## config.mk

```make
export PLATFORM = sky130hd
export DESIGN_NAME = spms_ctrl
export DESIGN_NICKNAME = d
export VERILOG_FILES = /design/src/rtl/shifted_patterned_minimizer_sketch_core_defines.svh /design/src/rtl/spms_pkg.sv /design/src/rtl/spms_ctrl.sv
export SDC_FILE = /design/constraint.sdc
export NUM_CORES = 1
export LEC_CHECK = 0
export ABC_CLOCK_PERIOD_IN_PS = 2000
export BUFFER_PORTS_ARGS = -buffer_cell sky130_fd_sc_hd__buf_2
export CAP_MARGIN = 10
export CORE_MARGIN = 4
export CORE_UTILIZATION = 35
export CTS_BUF_LIST = sky130_fd_sc_hd__clkbuf_4
export CTS_CLUSTER_DIAMETER = 200
export DETAILED_ROUTE_END_ITERATION = 10
export PLACE_DENSITY = 0.73
export SKIP_LAST_GASP = 1
export SYNTH_ARGS = -nofsm -noshare
export SYNTH_HDL_FRONTEND = slang
export SYNTH_SLANG_ARGS = --single-unit
export TNS_END_PERCENT = 5
```

## constraint.sdc

```tcl
create_clock -name clk -period 2 [get_ports clk]
set_input_delay 0.4 -clock clk [delete_from_list [all_inputs] [get_ports clk]]
set_output_delay 0.4 -clock clk [all_outputs]
set_load 0.02 [all_outputs]
```

## src/rtl/shifted_patterned_minimizer_sketch_core_defines.svh

```systemverilog
`ifndef SHIFTED_PATTERNED_MINIMIZER_SKETCH_CORE_DEFINES_SVH
`define SHIFTED_PATTERNED_MINIMIZER_SKETCH_CORE_DEFINES_SVH

// Check that must hold in the same cycle.
`define SPMS_ASSERT_HOLDS(lbl, cond, msg) \
  lbl: assert property (@(posedge clk) disable iff (rst) (cond)) else $error(msg);

// Check on the cycle after the trigger.
`define SPMS_ASSERT_NEXT(lbl, ante, cons, msg) \
  lbl: assert property (@(posedge clk) disable iff (rst) (ante) |=> (cons)) else $error(msg);

`endif

```

## src/rtl/spms_pkg.sv

```systemverilog
`default_nettype none

package spms_pkg;

  localparam int WINDOW_DEPTH_DEF = 32;
  localparam int PATTERN_MAX_DEF  = 40;
  localparam int KMER_MAX_DEF     = 28;

  localparam int HASH_W     = 56;
  localparam int KEY_W      = 64;
  localparam int LOC_W      = 32;
  localparam int MASK_W     = 40;
  localparam int CFG_W      = 40;
  localparam int CFG_ADDR_W = 3;
  localparam int HASH_STEPS = 7;
  localparam int COUNT_W    = 32;
  localparam int RES_MAX    = 64;

  localparam logic [KEY_W-1:0] KEY_EMPTY = '1;
  localparam logic [LOC_W-1:0] LOC_EMPTY = '1;

  typedef enum logic [CFG_ADDR_W-1:0] {
    REG_WINDOW_SIZE,
    REG_KMER_LEN,
    REG_REF_ID,
    REG_PATTERN_MASK,
    REG_PATTERN_LEN,
    REG_START_SHIFT
  } cfg_reg_t;

  typedef struct packed {
    logic [7:0] base_char;
    logic       last;
  } base_beat_t;

  typedef struct packed {
    logic [55:0] hash_key;
    logic [4:0]  span;
    logic [30:0] position;
    logic        strand;
    logic [31:0] seq_id;
    logic        final_of_run;
  } sketch_beat_t;

  typedef enum logic [4:0] {
    S_IDLE,
    S_STEP,
    S_SAMPLE,
    S_HASH,
    S_POP,
    S_MOD,
    S_NTH,
    S_POS,
    S_WRITE,
    S_TIES1,
    S_DECIDE,
    S_RESCAN,
    S_RESCAN_CHK,
    S_TIES2,
    S_SLOT,
    S_LAST,
    S_FLUSH
  } state_t;

  typedef struct packed {
    logic accept;
    logic do_step;
    logic do_sample;
    logic hash_step;
    logic pop_step;
    logic mod_step;
    logic nth_step;
    logic step_clr;
    logic pos_commit;
    logic win_write;
    logic t_init;
    logic t_inc;
    logic set_min_new;
    logic clear_min;
    logic rescan_step;
    logic emit_min;
    logic emit_tie;
    logic slot_advance;
    logic clear_all;
    logic push_final;
  } dp_cmd_t;

  typedef struct packed {
    logic skipping;
    logic pat_hit;
    logic code_ok;
    logic sym;
    logic hashable;
    logic hash_last;
    logic pop_last;
    logic mod_last;
    logic nth_last;
    logic tie1;
    logic cond_a;
    logic cond_b;
    logic key_le;
    logic bp_is_min;
    logic lt_w;
    logic le_w;
    logic tie_hit;
    logic min_empty;
    logic push_ok;
    logic res_full;
    logic pend_valid;
    logic out_free;
    logic last;
  } dp_status_t;

endpackage

`default_nettype wire

```

## src/rtl/spms_ctrl.sv

```systemverilog
`default_nettype none

module spms_ctrl (
  input  logic                 clk,
  input  logic                 rst,
  input  logic                 base_valid,
  output logic                 base_stall,
  input  spms_pkg::dp_status_t st,
  output spms_pkg::dp_cmd_t    cmd
);
  import spms_pkg::*;

  state_t state, state_next;

  always_ff @(posedge clk) begin
    if (rst) begin
      state <= S_IDLE;
    end else begin
      state <= state_next;
    end
  end

  assign base_stall = (state != S_IDLE);

  always_comb begin
    state_next = state;
    cmd        = '0;
    unique case (state)
      S_IDLE: begin
        if (base_valid) begin
          cmd.accept = 1'b1;
          state_next = S_STEP;
        end
      end
      S_STEP: begin
        cmd.do_step = 1'b1;
        state_next  = (!st.skipping && st.pat_hit) ? S_SAMPLE : S_LAST;
      end
      S_SAMPLE: begin
        cmd.do_sample = 1'b1;
        cmd.step_clr  = 1'b1;
        if (!st.code_ok) begin
          state_next = S_WRITE;
        end else if (st.sym) begin
          state_next = S_LAST;
        end else if (st.hashable) begin
          state_next = S_HASH;
        end else begin
          state_next = S_WRITE;
        end
      end
      S_HASH: begin
        cmd.hash_step = 1'b1;
        if (st.hash_last) begin
          cmd.step_clr = 1'b1;
          state_next   = S_POP;
        end
      end
      S_POP: begin
        cmd.pop_step = 1'b1;
        if (st.pop_last) begin
          cmd.step_clr = 1'b1;
          state_next   = S_MOD;
        end
      end
      S_MOD: begin
        cmd.mod_step = 1'b1;
        if (st.mod_last) begin
          cmd.step_clr = 1'b1;
          state_next   = S_NTH;
        end
      end
      S_NTH: begin
        cmd.nth_step = 1'b1;
        if (st.nth_last) begin
          cmd.step_clr = 1'b1;
          state_next   = S_POS;
        end
      end
      S_POS: begin
        cmd.pos_commit = 1'b1;
        state_next     = S_WRITE;
      end
      S_WRITE: begin
        cmd.win_write = 1'b1;
        cmd.t_init    = 1'b1;
        state_next    = st.tie1 ? S_TIES1 : S_DECIDE;
      end
      S_TIES1: begin
        if (!st.lt_w) begin
          state_next = S_DECIDE;
        end else if (!(st.tie_hit && !st.res_full && !st.push_ok)) begin
          cmd.emit_tie = st.tie_hit;
          cmd.t_inc    = 1'b1;
        end
      end
      S_DECIDE: begin
        if (st.key_le) begin
          if (!(st.cond_a && !st.res_full && !st.push_ok)) begin
            cmd.emit_min    = st.cond_a;
            cmd.set_min_new = 1'b1;
            state_next      = S_SLOT;
          end
        end else if (st.bp_is_min) begin
          if (!(st.cond_b && !st.res_full && !st.push_ok)) begin
            cmd.emit_min  = st.cond_b;
            cmd.clear_min = 1'b1;
            cmd.t_init    = 1'b1;
            state_next    = S_RESCAN;
          end
        end else begin
          state_next = S_SLOT;
        end
      end
      S_RESCAN: begin
        if (st.le_w) begin
          cmd.rescan_step = 1'b1;
          cmd.t_inc       = 1'b1;
        end else begin
          state_next = S_RESCAN_CHK;
        end
      end
      S_RESCAN_CHK: begin
        cmd.t_init = 1'b1;
        state_next = st.cond_b ? S_TIES2 : S_SLOT;
      end
      S_TIES2: begin
        if (!st.le_w) begin
          state_next = S_SLOT;
        end else if (!(st.tie_hit && !st.res_full && !st.push_ok)) begin
          cmd.emit_tie = st.tie_hit;
          cmd.t_inc    = 1'b1;
        end
      end
      S_SLOT: begin
        cmd.slot_advance = 1'b1;
        state_next       = S_LAST;
      end
      S_LAST: begin
        if (!st.last) begin
          state_next = S_FLUSH;
        end else if (!(!st.min_empty && !st.res_full && !st.push_ok)) begin
          cmd.emit_min  = !st.min_empty;
          cmd.clear_all = 1'b1;
          state_next    = S_FLUSH;
        end
      end
      S_FLUSH: begin
        if (!st.pend_valid) begin
          state_next = S_IDLE;
        end else if (st.out_free) begin
          cmd.push_final = 1'b1;
          state_next     = S_IDLE;
        end
      end
      default: begin
        state_next = S_IDLE;
      end
    endcase
  end

endmodule

`default_nettype wire

```

### Word-level counts from Yosys, hierarchy flattened

Cells that the tools add are included.
Widths: inputs -> output; s select.

* divide/modulo/power cells: 0
* mux-type cells: 69
* shift-type cells: 0
* reductions and logical operators: 17
* $add $sub $neg: 0
* order comparisons: 0
* equality and inequality tests: 28
* bitwise gates (word level): 0
* multiply operators: 0

Operator list (count)
* $mux 5: 18
* $pmux 5 s17: 1
* $eq 5x4->1 const B: 8
* $mux 1: 40
* $eq 5x3->1 const B: 4
* $ne 2x2->1 const B: 8
* $reduce_and 12->1: 1
* $eq 5x2->1 const B: 2
* $logic_and 1x1->1: 9
* $ne 3x3->1 const B: 3
* $mux 4: 2
* $mux 2: 3
* $pmux 1 s2: 3
* $eq 5x1->1 const B: 1
* $eq 5x5->1 const B: 1
* $logic_not 5->1: 1
* $pmux 1 s5: 1
* $reduce_bool 5->1: 1
* $logic_not 1->1: 4
* $ne 4x4->1 const B: 1
* $pmux 1 s3: 1
* $reduce_or 2->1: 1

* RAM bits: 0
* output and inout bits: 21
* memories kept: 0
* flip-flop bits (word level): 5
* logic and storage cells: 115
* ROM bits: 0
* bits in latches: 0

### Logic depth before layout (Yosys ltp)

Gate-level depths: netlist of run 1.

* word-level depth: 7
* depth in mapped cells: 7
* depth with buffers taken out: 5

### Worst setup path after synthesis of run 1

OpenSTA, ideal clock, no wires.

* kind: flip-flop to output port
* start: register state[2]
* end: output cmd[9] in the netlist's numbering
* slack: -0.017 ns
* data arrival time: 1.617 ns
* cell stages (with the launch flop): 7
* buffers on the path: 1
* path through: dfxtp_1 buf_6 or3b_4 nor2_1 nand2_1 a21oi_1 a21o_1

RTL lines
* start, declared: line spms_ctrl.sv:13 `state_t state, state_next;`
* start signal, assigned: line spms_ctrl.sv:19 `state <= state_next;`
* end, declared: line spms_ctrl.sv:9 `output spms_pkg::dp_cmd_t cmd`

==> results.json, run 1 <==
{
  "crit_required_ps": 1600,
  "diodes": 0,
  "top_regs": "state x5",
  "yosys.area.top_type_share_pct": 11.0,
  "drt-total-wl_mm": 3.22,
  "hold_path.class": "primary input to register",
  "power.density_nw_per_um2": 1210,
  "dieArea_sq_um": 3490,
  "cp_slowest_cell": "nor4b_4",
  "setup_slack_ps": -19.0,
  "largest_reg_flops": 5,
  "fin_worst_skew_ps": 6.14,
  "ys_types": 49,
  "ys_warn_count": 0,
  "std_cell_rows": 18,
  "reg2reg_from": "state[2]",
  "rsz0062_at_grt": "yes",
  "clk_latency_ps": 240,
  "ys.flop_type": "dfxtp_1",
  "yosys_register_bits": 5,
  "drcViolationCount": 0,
  "first_pass_iters": 4,
  "crit_fanout": 9,
  "critical_path.cell_chain": "buf_6 > nand3b_1 > nor4b_4 > o21a_1 > buf_6",
  "leakage_nw": 0.648,
  "crit_path_start": "state[4]",
  "post_dp_cell_area_sq_um": 1210,
  "die_h_microns": 59.1,
  "period_share_pct": 101,
  "fin_nets": 207,
  "largest_register": "state",
  "slew_violations": 0,
  "rr_endpoint": "state[1]",
  "finalSetupViolCount": 1,
  "netlist_area_sq_um": 912,
  "postSynthCellCount": 126,
  "use_met2_pct": 30.0,
  "drive_above_1_share_pct": 51.7,
  "finalHoldViolations": 0,
  "ff2ff_setup_slack_ps": 170,
  "fin_crit_ps": 2020,
  "synth_top_area_cell": "dfxtp_1",
  "grt_max_degree": 20,
  "post_synth.cell_area_avg_sq_um": 7.24,
  "seq_area_frac_synth_pct": 11.0,
  "cts_tree": "built",
  "grt_pass1_wl_mm": 5.07,
  "endpoint": "cmd[4]",
  "first_iter_violations": 41,
  "ctsLongestPathBuffers": 2,
  "fin_area_sq_um": 1330,
  "cap_violations": 0,
  "tns_ps": -19.0,
  "cts_hold_buffers": 0,
  "grt_pass1_vias": 1093,
  "vias_per_cell": 5.50,
  "synth_common_cells": "nor2_1, nand2_1, a21oi_1",
  "critPathKind": "register to output pin",
  "critPathCaptureType": "output pin",
  "hold_depth": 2,
  "antenna_found_initial": 0,
  "stdcell_count": 210,
  "clk_pin_slew_ps": 50,
  "vdd_drop_max_v": 0.000605,
  "slowest_delay_ps": 370,
  "violations": "negative setup slack",
  "area.growth.synth_to_final_pct": 45.7,
  "routedWlPerCell_microns": 15.3,
  "cts.sinks": 5,
  "die_width_microns": 59.1,
  "syn_nets": 152,
  "crit_arrival_ps": 1620,
  "initial_core_util_pct": 36.8,
  "core_sq_um": 2480,
  "maxSlewHeadroom_pct": 72.5,
  "outcome": "complete, but fails checks",
  "cts_made_buffers": 3,
  "rr_worst_depth": 7,
  "critical_path.startpoint_type": "register",
  "async_flop_share_pct": 0,
  "fmaxAchievable_ghz": 0.495,
  "synth_most_common_cell": "nor2_1",
  "gr-max-usage-layer": "met2",
  "global_route.usage.met3_pct": 4.58,
  "worst_pin_slew_ps": 409,
  "synthTopCellsByArea": "dfxtp_1, nor2_1, nand2_1",
  "drtAntennaViolNets": 0,
  "grt_overflow": 0,
  "dp_cells": 204,
  "port_buffers": 46,
  "cts_max_level": 1,
  "crit_top_cell": "buf_6",
  "ios": 47,
  "place.gp.congestion": 0.896,
  "place_hpwl_mm": 2.55,
  "track_usage_pct": 18.7,
  "globalRouteMet1Util_pct": 25.9,
  "clockRootBuffer": "clkbuf_4",
  "power_mw": 1.61,
  "synth_edf_count": 0,
  "vias": 1156
}
==> metrics by stage <==
stage / util, % / setup WS, ps / hold slack, ps
6_report: 53.6 / -19.0 / 421
4_1_cts: 50.4 / -77.9 / 413
3_3_place_gp: 49.0 / 136 / 678
3_5_place_dp: 49.0 / 138 / 676
2_1_floorplan: - / 122 / 468
5_1_grt: 53.6 / -89.8 / 419
==> logic make-up after synthesis <==
group                  count (synthesis)  synth area share, %
DFF                                    5                 11.0
and+or+nand+nor                       72                 46.5
AOI/OAI and AO/OA                     33                 29.6
buffers and inverters                 12                 7.96
muxes                                  4                 4.94
==> layout by cell type (no fill, tap or decap), drive strengths merged, types with 2 or more instances in the layout <==
cell	count
a211oi	2
a21o	2
a21oi	6
a311oi	2
a31oi	2
and3	5
buf	58
clkbuf	4
dfxtp	5
inv	4
mux2i	3
nand2	11
nand2b	3
nand3	3
nand3b	4
nor2	20
nor2b	6
nor3	2
nor4	2
o21a	3
o21ai	7
o22ai	2
or2	4
or3	2
or3b	2
==> per-layer routing <==
metal / vias up / wire length [microns]
met2: 46 / 1480
met1: 538 / 1450
met5: - / 0
met4: 0 / 16
met3: 2 / 268
li1: 570 / -
==> what timing repair did <==
item	4_1_cts	5_1_grt
setup buffers	0	2
setup endpoints to repair	6	8
resized for setup	3	19
pin swaps	0	6
endpoints found under the hold margin	0	0
==> critical path: cells and delay by family (launching register included) <==
family / cells / cell delay, ps
AND/OR/NAND/NOR: 2 / 610
AO/OA/AOI/OAI: 1 / 190
flip-flops: 1 / 330
buffers and inverters: 2 / 250
==> power by group <==
group	internal [mW]	leakage (nW)	switching, mW
Combinational	0.562	0.585	0.691
Clock	0.0890	0.0184	0.0418
Sequential	0.154	0.0439	0.0689
==> worst min-delay path by stage <==
stage	slack [ps]	endpoint	from
finish	420	state[0]	rst
global route	420	state[0]	rst
CTS	410	state[0]	rst
detailed placement	680	state[0]	rst
global placement	680	state[0]	rst
floorplan	470	state[0]	rst
==> layout make-up <==
class	instances	area, sq um
multi-input cells	109	781
clock buffers	4	30.0
inverters	4	15.0
repair buffers	58	352
fillers	242	1150
flip-flops and latches	5	114
well taps	30	37.5
Note: power is estimated with default switching activity, not from simulation.
==> inputs of run 2 (changes only) <==
--- a/config.mk
+++ b/config.mk
@@ -11,8 +11,9 @@
 export CORE_MARGIN = 4
 export CORE_UTILIZATION = 35
-export CTS_BUF_LIST = sky130_fd_sc_hd__clkbuf_4
+export CTS_BUF_LIST = sky130_fd_sc_hd__clkbuf_8
 export CTS_CLUSTER_DIAMETER = 200
 export DETAILED_ROUTE_END_ITERATION = 10
 export PLACE_DENSITY = 0.73
+export RECOVER_POWER = 25
 export SKIP_LAST_GASP = 1
 export SYNTH_ARGS = -nofsm -noshare
==> constraint.sdc (replaced) <==
create_clock -name clk -period 2 [get_ports clk]
set_input_delay 0.5 -clock clk [delete_from_list [all_inputs] [get_ports clk]]
set_output_delay 0.5 -clock clk [all_outputs]
set_load 0.02 [all_outputs]
==> run 2 against run 1 <==
Net effect:
- the flow still finishes with violations (negative setup slack)
- final cell count increased by 1.9%
- worst hold slack better by 130 ps
- sequential share of layout area decreased by 0.65 points
- register-to-register slack worse by 120 ps
==> results.json, run 2 (synthesized netlist as in run 1, its figures left out) <==
{
  "cp_slowest_cell": "or3_1",
  "first_pass_iters": 4,
  "grt_overflow": 0,
  "violations": "negative setup slack",
  "cts_max_level": 1,
  "critical_path.startpoint_type": "register",
  "leakage_nw": 0.658,
  "clk_pin_slew_ps": 30,
  "port_buffers": 46,
  "power.density_nw_per_um2": 1250,
  "critical_path.cell_chain": "buf_12 > or3_1 > nor2_1 > buf_2",
  "final_common_cell": "buf_2",
  "fin_nets": 211,
  "finalHoldViolations": 0,
  "power_mw": 1.68,
  "maxSlewHeadroom_pct": 62.7,
  "ctsLongestPathBuffers": 2,
  "grt_max_degree": 20,
  "crit_fanout": 13,
  "slowest_delay_ps": 420,
  "critPathKind": "register to output pin",
  "die_h_microns": 59.1,
  "antenna_found_initial": 0,
  "fmaxAchievable_ghz": 0.497,
  "drive_above_1_share_pct": 48.9,
  "std_cell_rows": 18,
  "drcViolationCount": 0,
  "fin_crit_ps": 2010,
  "vias": 1179,
  "vdd_drop_max_v": 0.000695,
  "grt_pass1_wl_mm": 5.54,
  "hold_path.class": "primary input to register",
  "routedWlPerCell_microns": 15.4,
  "crit_required_ps": 1500,
  "critPathCaptureType": "output pin",
  "period_share_pct": 101,
  "core_sq_um": 2480,
  "outcome": "complete, but fails checks",
  "track_usage_pct": 20.6,
  "rsz0062_at_grt": "yes",
  "diodes": 0,
  "finalSetupViolCount": 4,
  "cts.sinks": 5,
  "top_regs": "state x5",
  "clockRootBuffer": "clkbuf_8",
  "first_iter_violations": 46,
  "crit_arrival_ps": 1510,
  "area.growth.synth_to_final_pct": 47.3,
  "clk_latency_ps": 220,
  "grt_pass1_vias": 1191,
  "vias_per_cell": 5.51,
  "drt-total-wl_mm": 3.30,
  "fin_worst_skew_ps": 2.33,
  "drtAntennaViolNets": 0,
  "dieArea_sq_um": 3490,
  "ios": 47,
  "cap_violations": 0,
  "cts_made_buffers": 3,
  "initial_core_util_pct": 36.8,
  "place_hpwl_mm": 2.69,
  "slew_violations": 0,
  "die_width_microns": 59.1,
  "hold_ws_ps": 548,
  "largest_register": "state",
  "place.gp.congestion": 0.910,
  "cts_tree": "built",
  "setup_slack_ps": -11.2,
  "cts_hold_buffers": 0,
  "worst_pin_slew_ps": 556,
  "largest_reg_flops": 5,
  "final_cell_mix": "buf_2, nor2_1, buf_4"
}
[run 2: worst max-delay path, delay by kind of cell, from the launching register on]
| kind | cells | cell delay [ps] |
|---|---|---|
| simple gates | 2 | 610 |
| flops | 1 | 330 |
| buf+inv | 2 | 350 |
[run 2: power by group]
part / switching, mW / total (mW) / internal, mW / leakage (nW)
Combinational: 0.711 / 1.31 / 0.596 / 0.588
Clock: 0.0435 / 0.174 / 0.131 / 0.0269
Sequential: 0.0546 / 0.201 / 0.146 / 0.0424
Total: 0.809 / 1.68 / 0.873 / 0.658
[run 2: per-layer routing]
layer  track usage [%]  routed length (microns)  share of wire [%]  vias to the layer above
met5                 0                        0                  0                        -
met4              4.53                       42                1.3                        0
met3              4.14                      317                9.6                        4
met2              34.2                     1550                 47                       55
met1              27.4                     1400                 42                      546
li1                  -                        -                  -                      574
[run 2: area by class of cell]
class | count | area [sq um]
Timing Repair Buffer | 62 | 383
Multi-Input combinational cell | 109 | 757
Fill cell | 244 | 1130
Clock inverter | 1 | 3.75
Clock buffer | 3 | 41.3
Tap cell | 30 | 37.5
Sequential cell | 5 | 106
Inverter | 4 | 15.0
[run 2: metrics by stage]
step	instance area [sq um]	TNS, ps	util [%]	instances	setup WS, ps
2_1_floorplan	916	0	-	126	21.9
3_3_place_gp	1270	0	51.3	210	93.4
3_5_place_dp	1270	0	51.3	210	74.8
4_1_cts	1350	-49.3	54.4	214	-17.9
5_1_grt	1340	-990	54.2	214	-97.1
6_report	1340	-34.8	54.2	214	-11.2
[run 2: final timing paths]
path,startpoint,endpoint,slack (ps),depth (start not counted)
worst min-delay path,rst,state[0],550,2
worst max-delay path,state[4],cmd[10],-10,4
worst max register to register,state[2],state[1],50,7
worst min register to register,state[2],state[2],680,3
[run 2: timing repair]
action                     in CTS  in global routing
buffers inserted                0                  0
setup endpoints to repair      10                 12
resized for setup              11                  1
pin swaps                       3                  0
cloned                          0                  0
